**config.mk**
```make
export PLATFORM = sky130hd
export DESIGN_NAME = websocket_frame_deframer_unit
export DESIGN_NICKNAME = d
export VERILOG_FILES = /design/src/sv/wsd_pkg.sv /design/src/sv/websocket_frame_deframer_unit.sv
export SDC_FILE = /design/constraint.sdc
export NUM_CORES = 1
export LEC_CHECK = 0
export ABC_AREA = 1
export BUFFER_PORTS_ARGS = -buffer_cell sky130_fd_sc_hd__buf_4
export CORE_MARGIN = 2
export CORE_UTILIZATION = 45
export CTS_CLUSTER_SIZE = 16
export DETAILED_ROUTE_END_ITERATION = 12
export HOLD_SLACK_MARGIN = 0.06
export PLACE_DENSITY = 0.6
export SLEW_MARGIN = 15
export SYNTH_ARGS = -nofsm -noshare
export SYNTH_HDL_FRONTEND = slang
export SYNTH_SLANG_ARGS = --single-unit
```
**constraint.sdc**
```tcl
create_clock -name clk -period 4.3 [get_ports clk]
set_input_delay 0.215 -clock clk [delete_from_list [all_inputs] [get_ports clk]]
set_output_delay 0.215 -clock clk [all_outputs]
set_load 0.01 [all_outputs]
```
**src/sv/wsd_pkg.sv**
```systemverilog
// ============================================================================
// wsd_pkg: shared definitions for the WebSocket frame deframer
// Parser phase encoding, result status codes and field widths.
// ============================================================================
package wsd_pkg;

  // Field widths of one input byte and one result.
  localparam int unsigned BYTE_W   = 8;
  localparam int unsigned OP_W     = 7;
  localparam int unsigned STATUS_W = 2;
  localparam int unsigned LEN_W    = 16;
  localparam int unsigned STEP_W   = 2;
  localparam int unsigned KEY_N    = 4;

  // Parser phases, one-hot.
  typedef enum logic [5:0] {
    PH_OP    = 6'b000001,  // first header byte
    PH_LEN   = 6'b000010,  // mask flag and length code
    PH_EXT   = 6'b000100,  // 16-bit extended length
    PH_MASK  = 6'b001000,  // 4-byte mask key
    PH_DATA  = 6'b010000,  // payload bytes
    PH_DRAIN = 6'b100000   // trailing bytes up to the buffer end
  } phase_t;

  // Result status codes.
  typedef enum logic [STATUS_W-1:0] {
    ST_PAYLOAD = 2'd0,
    ST_EMPTY   = 2'd1,
    ST_LONG    = 2'd2,
    ST_TRUNC   = 2'd3
  } status_t;

  // Length codes of the second header byte with special meaning.
  localparam logic [6:0] LEN_CODE_16 = 7'd126;
  localparam logic [6:0] LEN_CODE_64 = 7'd127;

  // Index of the last mask key byte.
  localparam logic [STEP_W-1:0] KEY_LAST = STEP_W'(KEY_N - 1);

endpackage

```
**src/sv/websocket_frame_deframer_unit.sv**
```systemverilog
// ============================================================================
// websocket_frame_deframer_unit: byte-wide WebSocket frame parser
// A transfer is held in the input register, parsed, and its result is held in the
// result register. Throughput: one byte per cycle while the result stream does
// not stall; the parse step sits between the input register and the result register.
// Reset: synchronous, active low; the parser waits for a first header byte
// and both register stages come up empty. The mask key is not reset.
// ============================================================================
module websocket_frame_deframer_unit
  import wsd_pkg::*;
(
  input  logic        clk,
  input  logic        rst_n,
  // Input stream
  input  logic        in_tvalid,
  output logic        in_tready,
  input  logic [7:0]  in_tdata,   // [7:0] in_byte
  input  logic        in_tlast,   // in_end
  // Result stream
  output logic        out_tvalid,
  input  logic        out_tready,
  output logic [15:0] out_tdata,  // [7:0] out_byte, [14:8] frame_op, [15] zero
  output logic        out_tlast,  // out_final
  output logic [1:0]  out_tuser   // [1:0] status
);

  // Input register stage.
  logic              in_valid_r;
  logic [BYTE_W-1:0] in_byte_r;
  logic              in_end_r;

  // Parser state.
  phase_t            phase_r, phase_nxt;
  logic [STEP_W-1:0] header_step_r, header_step_nxt;
  logic              masked_r, masked_nxt;
  logic [LEN_W-1:0]  payload_length_r, payload_length_nxt;
  logic [LEN_W-1:0]  payload_count_r, payload_count_nxt;
  logic [OP_W-1:0]   op_hold_r, op_hold_nxt;
  logic [BYTE_W-1:0] mask_key_r [KEY_N];

  // Result register stage.
  logic              out_valid_r;
  logic [BYTE_W-1:0] out_byte_r;
  logic              out_final_r;
  logic [OP_W-1:0]   out_op_r;
  status_t           out_status_r;

  // Step outputs.
  logic              emit;
  logic [BYTE_W-1:0] res_byte;
  logic              res_final;
  status_t           res_status;
  logic              key_we;
  logic              do_len;
  logic              do_hdr;
  logic              trunc;
  logic [BYTE_W-1:0] key_byte;

  // Handshake between the stages.
  logic out_free;
  logic proc_fire;

  assign out_free  = !out_valid_r || out_tready;
  assign proc_fire = in_valid_r && out_free;
  assign in_tready = !in_valid_r || proc_fire;

  // Input register: holds one byte until the parse step takes it.
  always_ff @(posedge clk) begin
    if (!rst_n) begin
      in_valid_r <= 1'b0;
    end else if (in_tready) begin
      in_valid_r <= in_tvalid;
    end
  end

  always_ff @(posedge clk) begin
    if (in_tvalid && in_tready) begin
      in_byte_r <= in_tdata;
      in_end_r  <= in_tlast;
    end
  end

  // Mask key byte for the current payload position.
  assign key_byte = mask_key_r[payload_count_r[STEP_W-1:0]];

  // Parse step for the byte in the input register.
  always_comb begin
    phase_nxt          = phase_r;
    header_step_nxt    = header_step_r;
    masked_nxt         = masked_r;
    payload_length_nxt = payload_length_r;
    payload_count_nxt  = payload_count_r;
    op_hold_nxt        = op_hold_r;
    emit               = 1'b0;
    res_byte           = '0;
    res_final          = 1'b0;
    res_status         = ST_PAYLOAD;
    key_we             = 1'b0;
    do_len             = 1'b0;
    do_hdr             = 1'b0;
    trunc              = 1'b0;

    unique case (phase_r)
      PH_OP: begin
        op_hold_nxt = in_byte_r[OP_W-1:0];
        if (in_end_r) begin
          trunc = 1'b1;
        end else begin
          phase_nxt = PH_LEN;
        end
      end
      PH_LEN: begin
        masked_nxt = in_byte_r[7];
        if (in_byte_r[6:0] == LEN_CODE_64) begin
          emit       = 1'b1;
          res_final  = 1'b1;
          res_status = ST_LONG;
          phase_nxt  = in_end_r ? PH_OP : PH_DRAIN;
        end else if (in_byte_r[6:0] == LEN_CODE_16) begin
          if (in_end_r) begin
            trunc = 1'b1;
          end else begin
            payload_length_nxt = '0;
            header_step_nxt    = '0;
            phase_nxt          = PH_EXT;
          end
        end else begin
          payload_length_nxt = LEN_W'(in_byte_r[6:0]);
          do_len             = 1'b1;
        end
      end
      PH_EXT: begin
        // Big-endian: shift the earlier byte up.
        payload_length_nxt = {payload_length_r[7:0], in_byte_r};
        if (header_step_r == '0) begin
          if (in_end_r) begin
            trunc = 1'b1;
          end else begin
            header_step_nxt = STEP_W'(1);
          end
        end else begin
          do_len = 1'b1;
        end
      end
      PH_MASK: begin
        key_we = 1'b1;
        if (header_step_r != KEY_LAST) begin
          if (in_end_r) begin
            trunc = 1'b1;
          end else begin
            header_step_nxt = header_step_r + STEP_W'(1);
          end
        end else begin
          do_hdr = 1'b1;
        end
      end
      PH_DATA: begin
        payload_count_nxt = payload_count_r + LEN_W'(1);
        if (payload_count_nxt >= payload_length_r) begin
          emit      = 1'b1;
          res_byte  = masked_r ? (in_byte_r ^ key_byte) : in_byte_r;
          res_final = 1'b1;
          phase_nxt = in_end_r ? PH_OP : PH_DRAIN;
        end else if (in_end_r) begin
          trunc = 1'b1;
        end else begin
          emit     = 1'b1;
          res_byte = masked_r ? (in_byte_r ^ key_byte) : in_byte_r;
        end
      end
      default: begin
        // Trailing bytes are dropped until the buffer ends.
        if (in_end_r) begin
          phase_nxt = PH_OP;
        end
      end
    endcase

    // Length known: the mask key follows (unless the buffer ends), or the header is complete.
    if (do_len) begin
      if (masked_nxt) begin
        if (in_end_r) begin
          trunc = 1'b1;
        end else begin
          header_step_nxt = '0;
          phase_nxt       = PH_MASK;
        end
      end else begin
        do_hdr = 1'b1;
      end
    end

    // Header complete: an empty message, a truncated frame, or on to the payload.
    if (do_hdr) begin
      if (payload_length_nxt == '0) begin
        emit       = 1'b1;
        res_final  = 1'b1;
        res_status = ST_EMPTY;
        phase_nxt  = in_end_r ? PH_OP : PH_DRAIN;
      end else if (in_end_r) begin
        trunc = 1'b1;
      end else begin
        payload_count_nxt = '0;
        phase_nxt         = PH_DATA;
      end
    end

    // The buffer ended before the frame did.
    if (trunc) begin
      emit       = 1'b1;
      res_byte   = '0;
      res_final  = 1'b1;
      res_status = ST_TRUNC;
      phase_nxt  = PH_OP;
    end
  end

  // Parser state registers.
  always_ff @(posedge clk) begin
    if (!rst_n) begin
      phase_r          <= PH_OP;
      header_step_r    <= '0;
      masked_r         <= 1'b0;
      payload_length_r <= '0;
      payload_count_r  <= '0;
      op_hold_r        <= '0;
    end else if (proc_fire) begin
      phase_r          <= phase_nxt;
      header_step_r    <= header_step_nxt;
      masked_r         <= masked_nxt;
      payload_length_r <= payload_length_nxt;
      payload_count_r  <= payload_count_nxt;
      op_hold_r        <= op_hold_nxt;
    end
  end

  // Mask key bytes, written in header order.
  always_ff @(posedge clk) begin
    if (proc_fire && key_we) begin
      mask_key_r[header_step_r] <= in_byte_r;
    end
  end

  // Result register.
  always_ff @(posedge clk) begin
    if (!rst_n) begin
      out_valid_r <= 1'b0;
    end else if (proc_fire && emit) begin
      out_valid_r <= 1'b1;
    end else if (out_tready) begin
      out_valid_r <= 1'b0;
    end
  end

  always_ff @(posedge clk) begin
    if (proc_fire && emit) begin
      out_byte_r   <= res_byte;
      out_final_r  <= res_final;
      out_op_r     <= op_hold_nxt;
      out_status_r <= res_status;
    end
  end

  assign out_tvalid = out_valid_r;
  assign out_tdata  = {1'b0, out_op_r, out_byte_r};
  assign out_tlast  = out_final_r;
  assign out_tuser  = out_status_r;

  // A result that is not a payload byte carries a zero byte and ends the frame.
  a_nonpayload_final: assert property (@(posedge clk) disable iff (!rst_n)
    out_valid_r && (out_status_r != ST_PAYLOAD) |-> (out_byte_r == '0) && out_final_r)
    else $error("non-payload result without final flag or with nonzero byte");

  // The end of a buffer always brings the parser back to the first header byte.
  a_end_resets_phase: assert property (@(posedge clk) disable iff (!rst_n)
    proc_fire && in_end_r |=> phase_r == PH_OP)
    else $error("parser not waiting for a header byte after buffer end");

  // While payload is streaming, the count stays below the frame length.
  a_count_below_length: assert property (@(posedge clk) disable iff (!rst_n)
    phase_r == PH_DATA |-> payload_count_r < payload_length_r)
    else $error("payload count reached length while still in payload");

  // The extended length takes only two byte steps.
  a_ext_step_range: assert property (@(posedge clk) disable iff (!rst_n)
    phase_r == PH_EXT |-> header_step_r <= STEP_W'(1))
    else $error("extended length step out of range");

endmodule
```
# After elaboration in Yosys (flattened, before gate mapping)
# Memories as Yosys holds them, arrays and structs flattened. A register that Yosys moved wholly into a read port is not among the register bits.
# Cells that the tools add are included.
[totals]
register_bits = 77
ramBits = 32
wordCells = 123
n_memories = 1
[op_classes]
add_sub_neg = 2
order_cmp = 1
eq_ne = 8
muxes = 82
bitwise = 2
n_reduce_logical = 13
[mem_list]
columns = ["memory", "words", "word_bits", "rd", "rd_clocked_by_memory_dff", "write_ports", "line", "text"]
rows = [
  ["mask_key_r", 4, 8, 1, 1, 1, "websocket_frame_deframer_unit.sv:39", "logic [BYTE_W-1:0] mask_key_r [KEY_N];"],
]
[ops]
columns = ["operator", "n"]
rows = [
  ["16-bit two-way mux", 7],
  ["6-bit two-way mux", 14],
  ["1-bit two-way mux", 34],
  ["2-bit two-way mux", 16],
  ["16-bit case mux with 2 select lines", 1],
  ["8-bit two-way mux", 3],
  ["6-bit case mux with 4 select lines", 1],
  ["16-bit by 1-bit adder with 16-bit output (second input constant)", 1],
  ["16-bit greater-or-equal comparator", 1],
  ["16-bit logical NOT", 1],
  ["7-bit == test (second input constant)", 2],
  ["8-bit bitwise XOR", 1],
  ["7-bit two-way mux", 1],
  ["6-bit by 1-bit == test with 1-bit output (second input constant)", 1],
  ["6-bit by 2-bit == test with 1-bit output (second input constant)", 1],
  ["6-bit by 3-bit == test with 1-bit output (second input constant)", 1],
  ["6-bit by 4-bit == test with 1-bit output (second input constant)", 1],
  ["6-bit by 5-bit == test with 1-bit output (second input constant)", 1],
  ["1-bit case mux with 2 select lines", 3],
  ["2-bit case mux with 3 select lines", 1],
  ["1-bit case mux with 5 select lines", 1],
  ["1-bit logical AND", 4],
  ["2-bit OR reduction", 2],
  ["2-bit by 1-bit adder with 2-bit output (second input constant)", 1],
  ["6 further kinds", 8],
]

# Depth between registers and ports, before layout
# Gate-level depths: netlist (run 1).
[depth]
ltp_word = 13
mapped_depth = 22

# Worst setup path after synthesis (run 1)
# OpenSTA, ideal clock, no wires.
[synth_timing]
path_kind = "reg2reg"
startpoint = "register payload_count_r[0]"
endpoint = "register out_byte_r[0], enable pin"
setup_ns = 0.373
t_arrival_ns = 2.971
t_required_ns = 3.927
slack_ns = 0.956
stages_incl_launch_ff = 19
path_cell_list = "dfxtp_1 inv_1 nor3_1 nand3_1 nor3_1 nand3_1 xor2_1 inv_1 ha_1 a21o_1 nand3_1 a21oi_1 nor2_1 nand4_1 nand2_1 nor2_1 nand4_1 nand2_1 inv_1"
[synth_via]
elab_chain_len = 12
elab_cells_between_ends = 16
[synth_rtl]
columns = ["element", "line", "text"]
rows = [
  ["start, declared", "websocket_frame_deframer_unit.sv:37", "logic [LEN_W-1:0] payload_count_r, payload_count_nxt;"],
  ["start signal, assigned", "websocket_frame_deframer_unit.sv:232", "payload_count_r <= payload_count_nxt;"],
  ["16-bit by 1-bit adder with 16-bit output *", "websocket_frame_deframer_unit.sv:158", "payload_count_nxt = payload_count_r + LEN_W'(1);"],
  ["16-bit greater-or-equal comparator *", "websocket_frame_deframer_unit.sv:159", "if (payload_count_nxt >= payload_length_r) begin"],
  ["1-bit two-way mux", "websocket_frame_deframer_unit.sv:159", ""],
  ["1-bit case mux with 5 select lines", "websocket_frame_deframer_unit.sv:103", "unique case (phase_r)"],
  ["1-bit two-way mux", "websocket_frame_deframer_unit.sv:182", "if (in_end_r) begin"],
  ["1-bit two-way mux", "websocket_frame_deframer_unit.sv:181", "if (masked_nxt) begin"],
  ["1-bit two-way mux", "websocket_frame_deframer_unit.sv:180", "if (do_len) begin"],
  ["1-bit two-way mux", "websocket_frame_deframer_unit.sv:200", "end else if (in_end_r) begin"],
  ["1-bit two-way mux", "websocket_frame_deframer_unit.sv:195", "if (payload_length_nxt == '0) begin"],
  ["1-bit two-way mux", "websocket_frame_deframer_unit.sv:194", "if (do_hdr) begin"],
  ["1-bit two-way mux *", "websocket_frame_deframer_unit.sv:209", "if (trunc) begin"],
  ["1-bit logical AND *", "websocket_frame_deframer_unit.sv:256", "if (proc_fire && emit) begin"],
  ["end signal, assigned", "websocket_frame_deframer_unit.sv:257", "out_byte_r <= res_byte;"],
  ["end, declared", "websocket_frame_deframer_unit.sv:43", "logic [BYTE_W-1:0] out_byte_r;"],
]
# Every way passes the cells marked *; elsewhere a longest branch is shown, timed or not.
# A chain may end at the register's enable or synchronous reset.

# Worst setup path after layout (run 1)
[layout_timing]
startpoint = "register payload_count_r[0]"
endpoint = "register out_op_r[6], enable pin"
[layout_via]
elab_chain_len = 12
elab_cells_between_ends = 16
[layout_rtl]
columns = ["element", "line", "text"]
rows = [
  ["16-bit by 1-bit adder with 16-bit output *", "websocket_frame_deframer_unit.sv:158", ""],
  ["16-bit greater-or-equal comparator *", "websocket_frame_deframer_unit.sv:159", ""],
  ["1-bit two-way mux", "websocket_frame_deframer_unit.sv:159", ""],
  ["1-bit case mux with 5 select lines", "websocket_frame_deframer_unit.sv:103", ""],
  ["1-bit two-way mux", "websocket_frame_deframer_unit.sv:182", ""],
  ["1-bit two-way mux", "websocket_frame_deframer_unit.sv:181", ""],
  ["1-bit two-way mux", "websocket_frame_deframer_unit.sv:180", ""],
  ["1-bit two-way mux", "websocket_frame_deframer_unit.sv:200", ""],
  ["1-bit two-way mux", "websocket_frame_deframer_unit.sv:195", ""],
  ["1-bit two-way mux", "websocket_frame_deframer_unit.sv:194", ""],
  ["1-bit two-way mux *", "websocket_frame_deframer_unit.sv:209", ""],
  ["1-bit logical AND *", "websocket_frame_deframer_unit.sv:256", ""],
  ["end signal, assigned", "websocket_frame_deframer_unit.sv:259", "out_op_r <= op_hold_nxt;"],
  ["end, declared", "websocket_frame_deframer_unit.sv:45", "logic [OP_W-1:0] out_op_r;"],
]
# Marks and branches as above.

==> run_results.csv, run 1 <==
group,metric,value,unit
logic_synthesis,synth-compound-area-share,13.6,%
setup_path,path_class,"reg -> reg",
timing,fmax,269,MHz
clock_network,cts_buffers,9,
die,fp.dieArea,15500,sq um
route,wl_per_cell,16.2,microns
global_routing,grt_pass1_vias,5397,
setup_path,cp.required,4.34,ns
clock_network,ctsHoldBuffers,9,
global_routing,grt_pass1_wl,27200,microns
pwr,seqPwrFrac,53.4,%
route,drc_errors,0,
logic_synthesis,syn_nets,863,
run_status,status,"completed",
logic_synthesis,syn_area,6520,sq um
die,ios,34,
clock_network,cts_tree,"done",
pwr,p_sw_share,26.4,%
pwr,p_leak,3.11,nW
final_layout,syn_to_final_growth,10.8,%
global_routing,antenna_found_initial,0,
timing,slew_violations,0,
route,vias,5600,
die,rows,43,
timing,fin_crit,3.72,ns
pwr,combPwrFrac,10.6,%
timing,hold_viol,0,
logic_synthesis,syn_inst,827,
die,initial_core_util,46.6,%
placed_design,dpl.hpwl,11500,microns
logic_synthesis,ys_ff_latch,111,
final_layout,multi_input_area,3060,sq um
logic_synthesis,synthSimpleGateAreaFrac,26.1,%
die,coreArea,14000,sq um
route,ant_nets,0,
timing,finClkSkew,0.00995,ns
logic_synthesis,ys_types,43,
die,die_y,124,microns
pwr,power_density,306,nW/um^2
setup_path,critPathCaptureType,"flop",
global_routing,grt_max_degree,54,
logic_synthesis,synth_top_flop_cell,"edfxtp_1",
placed_design,portBuffers,32,
die,dieWidth,124,microns
logic_synthesis,synthArstFlopShare,0,%
clock_network,h-tree-depth,3,
logic_synthesis,yosys_warnings,0,
clock_network,clk_latency,0.36,ns
run,max-cap-violations,0,
final_layout,fill_cells,1330,
final_layout,regArea,2810,sq um
setup_path,start_kind,"flop",
route,first_iter_violations,575,
timing,rsz0062_at_grt,"no",
logic_synthesis,synth_edf_count,59,
clock_network,clkTransAtPathRegs,0.07,ns
pwr,p_switching,0.000584,W
timing,tns,0,ns
route,via_per_inst,5.41,
pwr,clock_power_share,36.0,%
logic_synthesis,yosysSeqAreaShare,43.2,%
timing,setup_viol,0,
worst_hold_path,hp-class,"in -> reg",
route,first_pass_iters,5,
final_layout,n_antenna_cell,0,
timing,period_share,86.6,%
global_routing,grt_overflow,0,
final_layout,fin_nets,886,
route,drt-total-wl,16700,microns
timing,worst_slack,0.578,ns
pwr,vdd_drop_max,176,uV
clock_network,root_buffer,"clkbuf_16",
logic_synthesis,synth_fa_ha_area_share,4.42,%
logic_synthesis,synth_xor_area_share,2.82,%
setup_path,worstPathArrival,3.76,ns
placed_design,post-place-ws,0.596,ns
timing,slew_headroom,44.1,%
clock_network,cts_num_sinks,111,
logic_synthesis,synth_top_family_by_area,"simple AND/OR/NAND/NOR gates",
final_layout,most-common-layout-cells,"nand2_1 (136), inv_1 (114), nor2_1 (103)",
final_layout,mostFrequentLayoutCell,"nand2_1",
global_routing,track_usage,21.9,%
clock_network,cts_setup_buffers,0,
clock_network,cts_resized,0,
setup_path,cp_max_fo,18,
logic_synthesis,synth.avg_cell_area,7.88,sq um
pwr,intPower,0.00163,W
timing,tightest_slew,0.836,ns
logic_synthesis,synth.area.mux_share,0,%
final_layout,drive_above_1_share,11.0,%
clock_network,clk_path_buf_depth,2,
placed_design,gp_congestion,0.877,
-- cell usage after synthesis (8+ instances only) --
cell	number	area share (%)
nand2_1	136	7.8
inv_1	114	6.6
nor2_1	103	5.9
o21ai_0	60	4.6
edfxtp_1	59	27
nand3_1	56	4.3
dfxtp_1	52	16
a21oi_1	42	3.2
nand4_1	31	3.0
ha_1	23	4.4
clkbuf_1	22	1.3
xor2_1	21	2.8
nor3_1	10	0.77
o22ai_2	10	1.9
o32ai_1	8	1.1
-- through the flow --
step | hold WS (ns) | cell area (sq um) | total power (W) | util [%] | std cells
after floorplan | 0.314 | 6520 | 0.00136 | - | 827
final | 0.110 | 7220 | 0.00221 | 51.6 | 1035
after CTS | 0.101 | 7220 | 0.00222 | 51.6 | 1035
after global placement | 0.395 | 6850 | 0.00142 | 49.0 | 1010
after global routing | 0.135 | 7220 | 0.00229 | 51.6 | 1035
after detailed placement | 0.395 | 6850 | 0.00143 | 49.0 | 1010
-- flip-flops by register name (all words and copies together) (netlist names), 2 cells and up, named ones only --
signal and cells:
out_byte_r 8, in_byte_r 8, header_step_r 2, op_hold_r 7
out_tuser 2, payload_count_r 16, out_op_r 7, mask_key_r 32
payload_length_r 16, phase_r 6
-- power groups by stage --
stage	Clock [W]	Combinational, W	Sequential (W)
floorplan	0	0.000163	0.00119
global placement	0	0.000221	0.00120
detailed placement	0	0.000226	0.00120
CTS	0.000807	0.000233	0.00118
global route	0.000842	0.000263	0.00118
finish	0.000796	0.000234	0.00118
-- area by class of cell --
class                      instances  share of cell area (%)
clock buffer                      11                    3.22
timing repair buffer              50                    5.51
tap                              180                    3.12
sequential                       111                    39.0
inverter                         120                    6.24
clock inverter                     5                   0.589
multi-input combinational        558                    42.4
-- worst max-delay path, stage by stage, from the launching register on --
cell	delay, ns
dfxtp_1	0.38
inv_1	0.07
nor3_1	0.33
nand3_1	0.20
nor3_1	0.36
nand3_1	0.14
xor2_1	0.20
inv_1	0.07
ha_1	0.29
a21o_1	0.18
nand3_1	0.06
a21oi_1	0.06
nor2_1	0.26
nand4_1	0.14
nand2_1	0.08
nor2_1	0.08
nand4_1	0.11
nand2_1	0.07
inv_1	0.08
buf_4	0.26
-- metal layers --
| layer | track usage [%] | up-vias | part of all wire (%) |
|---|---|---|---|
| li1 | - | 2807 | - |
| met1 | 28.5 | 2586 | 45 |
| met2 | 36.3 | 176 | 47 |
| met3 | 3.01 | 31 | 5.1 |
| met4 | 9.72 | 0 | 2.8 |
| met5 | 0 | - | 0 |
-- cells by family (layout without fill, tap and decap cells) --
family                     Yosys count  count (layout)
xor gates and xnor gates            21              21
other                                1               1
DFF                                111             111
and+or+nand+nor                    369             369
AOI/OAI and AO/OA                  144             144
adders and majority gates           23              23
buffers and inverters              158             186
-- path summary, 6_finish.rpt --
check / endpoint / slack [ns] / from / depth (start not counted)
setup / recovery: out_op_r[6] / 0.58 / payload_count_r[0] / 19
hold reg to reg: phase_r[5] / 0.49 / phase_r[5] / 2
hold / removal: masked_r / 0.11 / rst_n / 3
setup reg to reg: out_op_r[6] / 0.58 / payload_count_r[0] / 19
No activity file was read; power rests on OpenSTA's default activity.
==> run 2, diff against run 1 <==
--- a/config.mk
+++ b/config.mk
@@ -5,7 +5,6 @@
 export SDC_FILE = /design/constraint.sdc
 export NUM_CORES = 1
 export LEC_CHECK = 0
-export ABC_AREA = 1
 export BUFFER_PORTS_ARGS = -buffer_cell sky130_fd_sc_hd__buf_4
 export CORE_MARGIN = 2
 export CORE_UTILIZATION = 45
@@ -13,6 +12,7 @@
 export DETAILED_ROUTE_END_ITERATION = 12
 export HOLD_SLACK_MARGIN = 0.06
 export PLACE_DENSITY = 0.6
+export SKIP_LAST_GASP = 1
 export SLEW_MARGIN = 15
 export SYNTH_ARGS = -nofsm -noshare
 export SYNTH_HDL_FRONTEND = slang
==> run 2 against run 1 <==
Via count shrank 28%; clock-buffer cell count shrank 1; die area shrank 14%; total power shrank 5.9%.
==> run_results.csv, run 2 <==
group,metric,value,unit
run_status,status,"completed",
placed_design,dpl.hpwl,8650,microns
final_layout,max_flop_register,"mask_key_r",
logic_synthesis,synth_area_leaders,"edfxtp_1 (32%), dfxtp_1 (19%), ha_1 (5.2%)",
global_routing,grt_pass1_vias,3989,
setup_path,max_stage_delay,0.52,ns
placed_design,portBuffers,32,
clock_network,root_buffer,"clkbuf_16",
run,max-cap-violations,0,
global_routing,grt_pass1_wl,20700,microns
route,via_per_inst,5.64,
global_routing,grt_overflow,0,
final_layout,fill_cells,1086,
timing,period_share,91.1,%
clock_network,clk_path_buf_depth,2,
setup_path,start_kind,"flop",
logic_synthesis,synth.avg_cell_area,10.5,sq um
pwr,p_switching,0.000494,W
final_layout,mostFrequentLayoutCell,"nor2_1",
logic_synthesis,syn_area,5560,sq um
global_routing,grt_max_degree,40,
pwr,power_density,331,nW/um^2
pwr,p_sw_share,23.8,%
route,drt-total-wl,12600,microns
logic_synthesis,yosysMostFrequentCell,"nor2_1",
die,dieWidth,115,microns
logic_synthesis,synth_top_cell_area_share,31.9,%
clock_network,cts_setup_buffers,0,
route,vias,4014,
setup_path,cp_max_fo,18,
placed_design,post-place-ws,0.245,ns
logic_synthesis,ys_types,64,
die,fp.dieArea,13300,sq um
final_layout,reg.largest.list,"mask_key_r: 32 flops, payload_count_r: 16 flops, payload_length_r: 16 flops",
die,die_y,115,microns
clock_network,cts_buffers,9,
logic_synthesis,syn_inst,529,
timing,hold_viol,0,
logic_synthesis,yosys_warnings,0,
logic_synthesis,ys_ff_latch,111,
clock_network,h-tree-depth,3,
logic_synthesis,synth_top_flop_cell,"edfxtp_1",
route,first_iter_violations,349,
pwr,p_leak,2.24,nW
timing,tns,0,ns
placed_design,place_area,5900,sq um
setup_path,cp_slowest_cell,"or3_1",
pwr,intPower,0.00159,W
pwr,seqPwrFrac,55.8,%
die,initial_core_util,46.3,%
route,ant_nets,0,
logic_synthesis,yosysSeqAreaShare,50.6,%
die,coreArea,12000,sq um
final_layout,utilization,52.4,%
global_routing,antenna_found_initial,0,
route,drc_errors,0,
timing,fmax,255,MHz
route,first_pass_iters,4,
pwr,vdd_drop_max,231,uV
pwr,clock_power_share,39.2,%
clock_network,cts_num_sinks,111,
clock_network,clkTransAtPathRegs,0.07,ns
clock_network,clk_latency,0.36,ns
final_layout,fin_nets,596,
logic_synthesis,synth_edf_count,59,
timing,setup_viol,0,
setup_path,path_class,"reg -> reg",
final_layout,largest_reg_flops,32,
setup_path,cp.required,4.36,ns
die,rows,40,
pwr,combPwrFrac,5.1,%
setup_path,worstPathArrival,3.98,ns
die,ios,34,
final_layout,drive_above_1_share,14.2,%
final_layout,most-common-layout-cells,"nor2_1 (63), edfxtp_1 (59), dfxtp_1 (52)",
timing,slew_violations,0,
timing,tightest_slew,0.936,ns
logic_synthesis,synth_top_area_cell,"edfxtp_1",
global_routing,track_usage,20.6,%
final_layout,multi_input_area,2580,sq um
final_layout,syn_to_final_growth,13.2,%
timing,worst_slack,0.382,ns
setup_path,path_cells,"nand3_1 -> or3_1 -> nor3_4 -> nand3_1 -> nor2_2 -> xor2_1 -> ha_1 -> nand4_1 -> nor4_1 -> a32oi_1 -> nand3_1 -> o211ai_1 -> o21ai_2 -> a31oi_2 -> buf_6",
final_layout,regArea,2810,sq um
logic_synthesis,synthArstFlopShare,0,%
setup_path,cpMostUsedCell,"nand3_1",
final_layout,n_antenna_cell,0,
setup_path,critPathCaptureType,"flop",
worst_hold_path,hp-class,"in -> reg",
timing,slew_headroom,37.5,%
placed_design,gp_congestion,0.897,
clock_network,cts_tree,"done",
timing,finClkSkew,0.0110,ns
logic_synthesis,syn_nets,565,
final_layout,fin_area,6290,sq um
logic_synthesis,ys_top_cells_by_count,"nor2_1 (64), edfxtp_1 (59), dfxtp_1 (52)",
timing,fin_crit,3.92,ns
route,wl_per_cell,17.8,microns
run 2: per-layer routing:
metal / up-vias / track usage [%] / wire, microns
met3: 7 / 3.06 / 517
met5: - / 0 / 0
li1: 1963 / - / -
met4: 0 / 8.59 / 133
met2: 92 / 31.7 / 5950
met1: 1952 / 29.2 / 6040
run 2: metrics by stage:
step	cells	hold WS (ns)	power (W)
final	712	0.0905	0.00208
after global routing	712	0.104	0.00215
after CTS	712	0.0818	0.00210
after detailed placement	687	0.395	0.00128
after global placement	687	0.393	0.00128
after floorplan	529	0.314	0.00124
run 2: cell families after synthesis:
group,Yosys count,share of synthesized area (%)
AOI/OAI and AO/OA,93,11.8
other,1,0.0675
adders and majority gates,23,5.18
muxes,16,4.84
buffers and inverters,44,3.29
and+or+nand+nor,204,18.4
DFF,111,50.6
xor gates and xnor gates,37,5.83
run 2: what timing repair did:
action | 4_1_cts | 5_1_grt
gates resized for setup | 0 | 4
hold buffers | 9 | 0
endpoints found under the setup margin | 0 | 18
endpoints found under the hold margin | 9 | 0
run 2: layout make-up:
type                            count  share of cell area, %
Tap cell                          147                   2.92
Inverter                           20                   1.19
Timing Repair Buffer               44                   5.67
Clock inverter                      6                  0.795
Multi-Input combinational cell    374                   41.1
Clock buffer                       10                   3.64
Sequential cell                   111                   44.7
run 2: power by group through the flow:
| stage | Clock (W) | Combinational [W] | Sequential (W) |
|---|---|---|---|
| after CTS | 0.000832 | 0.000106 | 0.00116 |
| after floorplan | 0 | 0.0000702 | 0.00117 |
| final | 0.000815 | 0.000105 | 0.00116 |
| after global placement | 0 | 0.0000979 | 0.00118 |
| after detailed placement | 0 | 0.0000997 | 0.00118 |
| after global routing | 0.000870 | 0.000117 | 0.00116 |
run 2: path summary, 6_finish.rpt:
kind,from,endpoint,slack [ns],cells past startpoint
setup / recovery,payload_count_r[2],out_op_r[0],0.38,15
hold / removal,in_tvalid,in_valid_r,0.09,3
setup reg to reg,payload_count_r[2],out_op_r[0],0.38,15
hold reg to reg,op_hold_r[2],op_hold_r[2],0.50,2
run 2: critical path: cells and delay by family, from the launching register on:
kind | cells | cell delay [ns]
flip-flops | 1 | 0.41
AND/OR/NAND/NOR | 8 | 1.76
AO/OA/AOI/OAI | 4 | 0.79
adder cells (fa/ha/maj) | 1 | 0.26
XOR/XNOR | 1 | 0.16
buffers and inverters | 1 | 0.24
==> run 3, diff against run 2 <==
--- a/config.mk
+++ b/config.mk
@@ -6,7 +6,6 @@
 export NUM_CORES = 1
 export LEC_CHECK = 0
 export BUFFER_PORTS_ARGS = -buffer_cell sky130_fd_sc_hd__buf_4
-export CORE_MARGIN = 2
 export CORE_UTILIZATION = 45
 export CTS_CLUSTER_SIZE = 16
 export DETAILED_ROUTE_END_ITERATION = 12
==> run 3 against run 2 <==
First-iteration DRC count down 14%; clock power up 2.9%; total power up 1.2%; setup slack better by 0.031 ns; global-route usage up 0.42 points; fmax up 0.80%; clock-buffer cell count up 1; clock skew up 0.0012 ns; sequential share of layout area down 0.22 points; critical path depth unchanged; critical path type unchanged.
==> run_results.csv, run 3 (same netlist as run 2, synthesis figures left out) <==
group,metric,value,unit
route,wl_per_cell,17.5,microns
final_layout,drive_above_1_share,14.2,%
global_routing,track_usage,21.0,%
die,fp.dieArea,12800,sq um
final_layout,fill_cells,1078,
clock_network,clk_path_buf_depth,2,
setup_path,max_stage_delay,0.47,ns
timing,period_share,90.4,%
clock_network,cts_tree,"done",
die,dieWidth,113,microns
timing,fin_crit,3.89,ns
run,max-cap-violations,0,
setup_path,rr_worst_depth,15,
clock_network,cts_num_sinks,111,
timing,fmax,257,MHz
worst_hold_path,hold_start,"in_tvalid",
setup_path,cp.required,4.36,ns
route,first_pass_iters,4,
final_layout,finalNonFillerCells,712,
final_layout,largest_reg_flops,32,
placed_design,gp_congestion,0.867,
setup_path,rrSetupSlack,0.41,ns
setup_path,r2r-end,"out_byte_r[1]",
timing,hold_viol,0,
clock_network,clkTransAtPathRegs,0.07,ns
final_layout,max_flop_register,"mask_key_r",
setup_path,worstPathArrival,3.94,ns
timing,worst_slack,0.413,ns
die,ios,34,
route,first_iter_violations,301,
pwr,power_density,333,nW/um^2
timing,tns,0,ns
worst_hold_path,hold_depth,3,
die,die_y,113,microns
timing,slew_violations,0,
final_layout,n_antenna_cell,0,
setup_path,cp_slowest_cell,"or3_4",
setup_path,r2r_start,"payload_count_r[2]",
final_layout,syn_to_final_growth,13.8,%
final_layout,most-common-layout-cells,"nor2_1 (64), edfxtp_1 (59), dfxtp_1 (52)",
die,rows,40,
timing,tightest_slew,1.04,ns
placed_design,dpl.hpwl,8480,microns
clock_network,root_buffer,"clkbuf_16",
placed_design,post-place-ws,0.272,ns
setup_path,path_class,"reg -> reg",
route,drc_errors,0,
run_status,status,"completed",
route,via_per_inst,5.77,
setup_path,start_kind,"flop",
clock_network,cts_buffers,9,
worst_hold_path,hold_path_end,"in_valid_r",
die,initial_core_util,46.3,%
pwr,vdd_drop_max,245,uV
final_layout,mostFrequentLayoutCell,"nor2_1",
global_routing,grt_max_degree,40,
route,ant_nets,0,
setup_path,cpMostUsedCell,"nand3_1",
timing,setup_viol,0,
setup_path,cp_max_fo,18,
route,drt-total-wl,12500,microns
route,vias,4108,
global_routing,grt_pass1_vias,3957,
pwr,total_power,0.00211,W
timing,slew_headroom,30.8,%
clock_network,h-tree-depth,3,
placed_design,portBuffers,32,
global_routing,grt_pass1_wl,20500,microns
global_routing,antenna_found_initial,0,
clock_network,clk_latency,0.36,ns
placed_design,placed_cells,687,
final_layout,fin_nets,596,
setup_path,critPathCaptureType,"flop",
final_layout,reg.largest.list,"mask_key_r: 32 flops, payload_count_r: 16 flops, payload_length_r: 16 flops",
worst_hold_path,hp-class,"in -> reg",
timing,finClkSkew,0.0122,ns
timing,rsz0062_at_grt,"no",
global_routing,grt_overflow,0,
pwr,p_leak,2.26,nW
die,coreArea,12000,sq um
setup_path,path_cells,"nand3_1 -> or3_4 -> nor3_4 -> nand3_1 -> nor2_1 -> xor2_1 -> ha_1 -> nand4_1 -> nor4_1 -> a32oi_1 -> nand3_1 -> o211ai_1 -> o21ai_2 -> a31oi_2 -> buf_6",
-- run 3: worst max-delay path by stage --
stage | start | endpoint | slack [ns]
finish | payload_count_r[2] | out_byte_r[1] | 0.41
floorplan | payload_count_r[2] | out_byte_r[0] | 0.31
global placement | payload_count_r[2] | out_byte_r[2] | 0.44
CTS | payload_count_r[0] | out_tlast | 0.24
global route | payload_count_r[0] | out_byte_r[7] | 0.002
detailed placement | payload_count_r[0] | out_byte_r[5] | 0.27
-- run 3: through the flow --
stage	hold slack [ns]	area [sq um]	util (%)
6_report	0.104	6320	52.6
5_1_grt	0.113	6320	52.6
4_1_cts	0.0954	6290	52.4
3_5_place_dp	0.394	5900	49.2
3_3_place_gp	0.393	5900	49.2
2_1_floorplan	0.314	5570	-
-- run 3: area by class of cell --
cell class | instances | area, sq um | share of cell area (%)
Multi-Input combinational cell | 374 | 2600 | 41.1
Timing Repair Buffer | 44 | 357 | 5.64
Tap cell | 147 | 184 | 2.91
Clock buffer | 11 | 254 | 4.02
Clock inverter | 5 | 45.0 | 0.712
Sequential cell | 111 | 2810 | 44.5
Inverter | 20 | 75.1 | 1.19
-- run 3: report_power, final --
group | switching [W] | total (W) | internal (W)
sequential | 0.0000268 | 0.00116 | 0.00113
combinational | 0.0000572 | 0.000107 | 0.0000494
clock | 0.000399 | 0.000839 | 0.000439
-- run 3: per-layer routing --
layer	wire length (microns)	part of all wire (%)	vias up	GRT usage (%)
met4	240	1.9	0	8.86
li1	-	-	1955	-
met2	5730	46	121	32.8
met5	0	0	-	0
met1	5770	46	2021	29.1
met3	733	5.9	11	3.27
-- run 3: worst max-delay path: cells and delay by family (launching register included) --
| kind | cells | cell delay, ns |
|---|---|---|
| buffers and inverters | 1 | 0.24 |
| XOR/XNOR | 1 | 0.19 |
| adder cells (fa/ha/maj) | 1 | 0.26 |
| AO/OA/AOI/OAI | 4 | 0.79 |
| AND/OR/NAND/NOR | 8 | 1.71 |
| flip-flops | 1 | 0.41 |
-- run 3: what timing repair did --
item                                    4_1_cts  5_1_grt
gates resized for setup                       0        5
buffers inserted                              0        0
hold buffers                                  9        0
hold endpoints to repair                      9        0
endpoints found under the setup margin        0       18
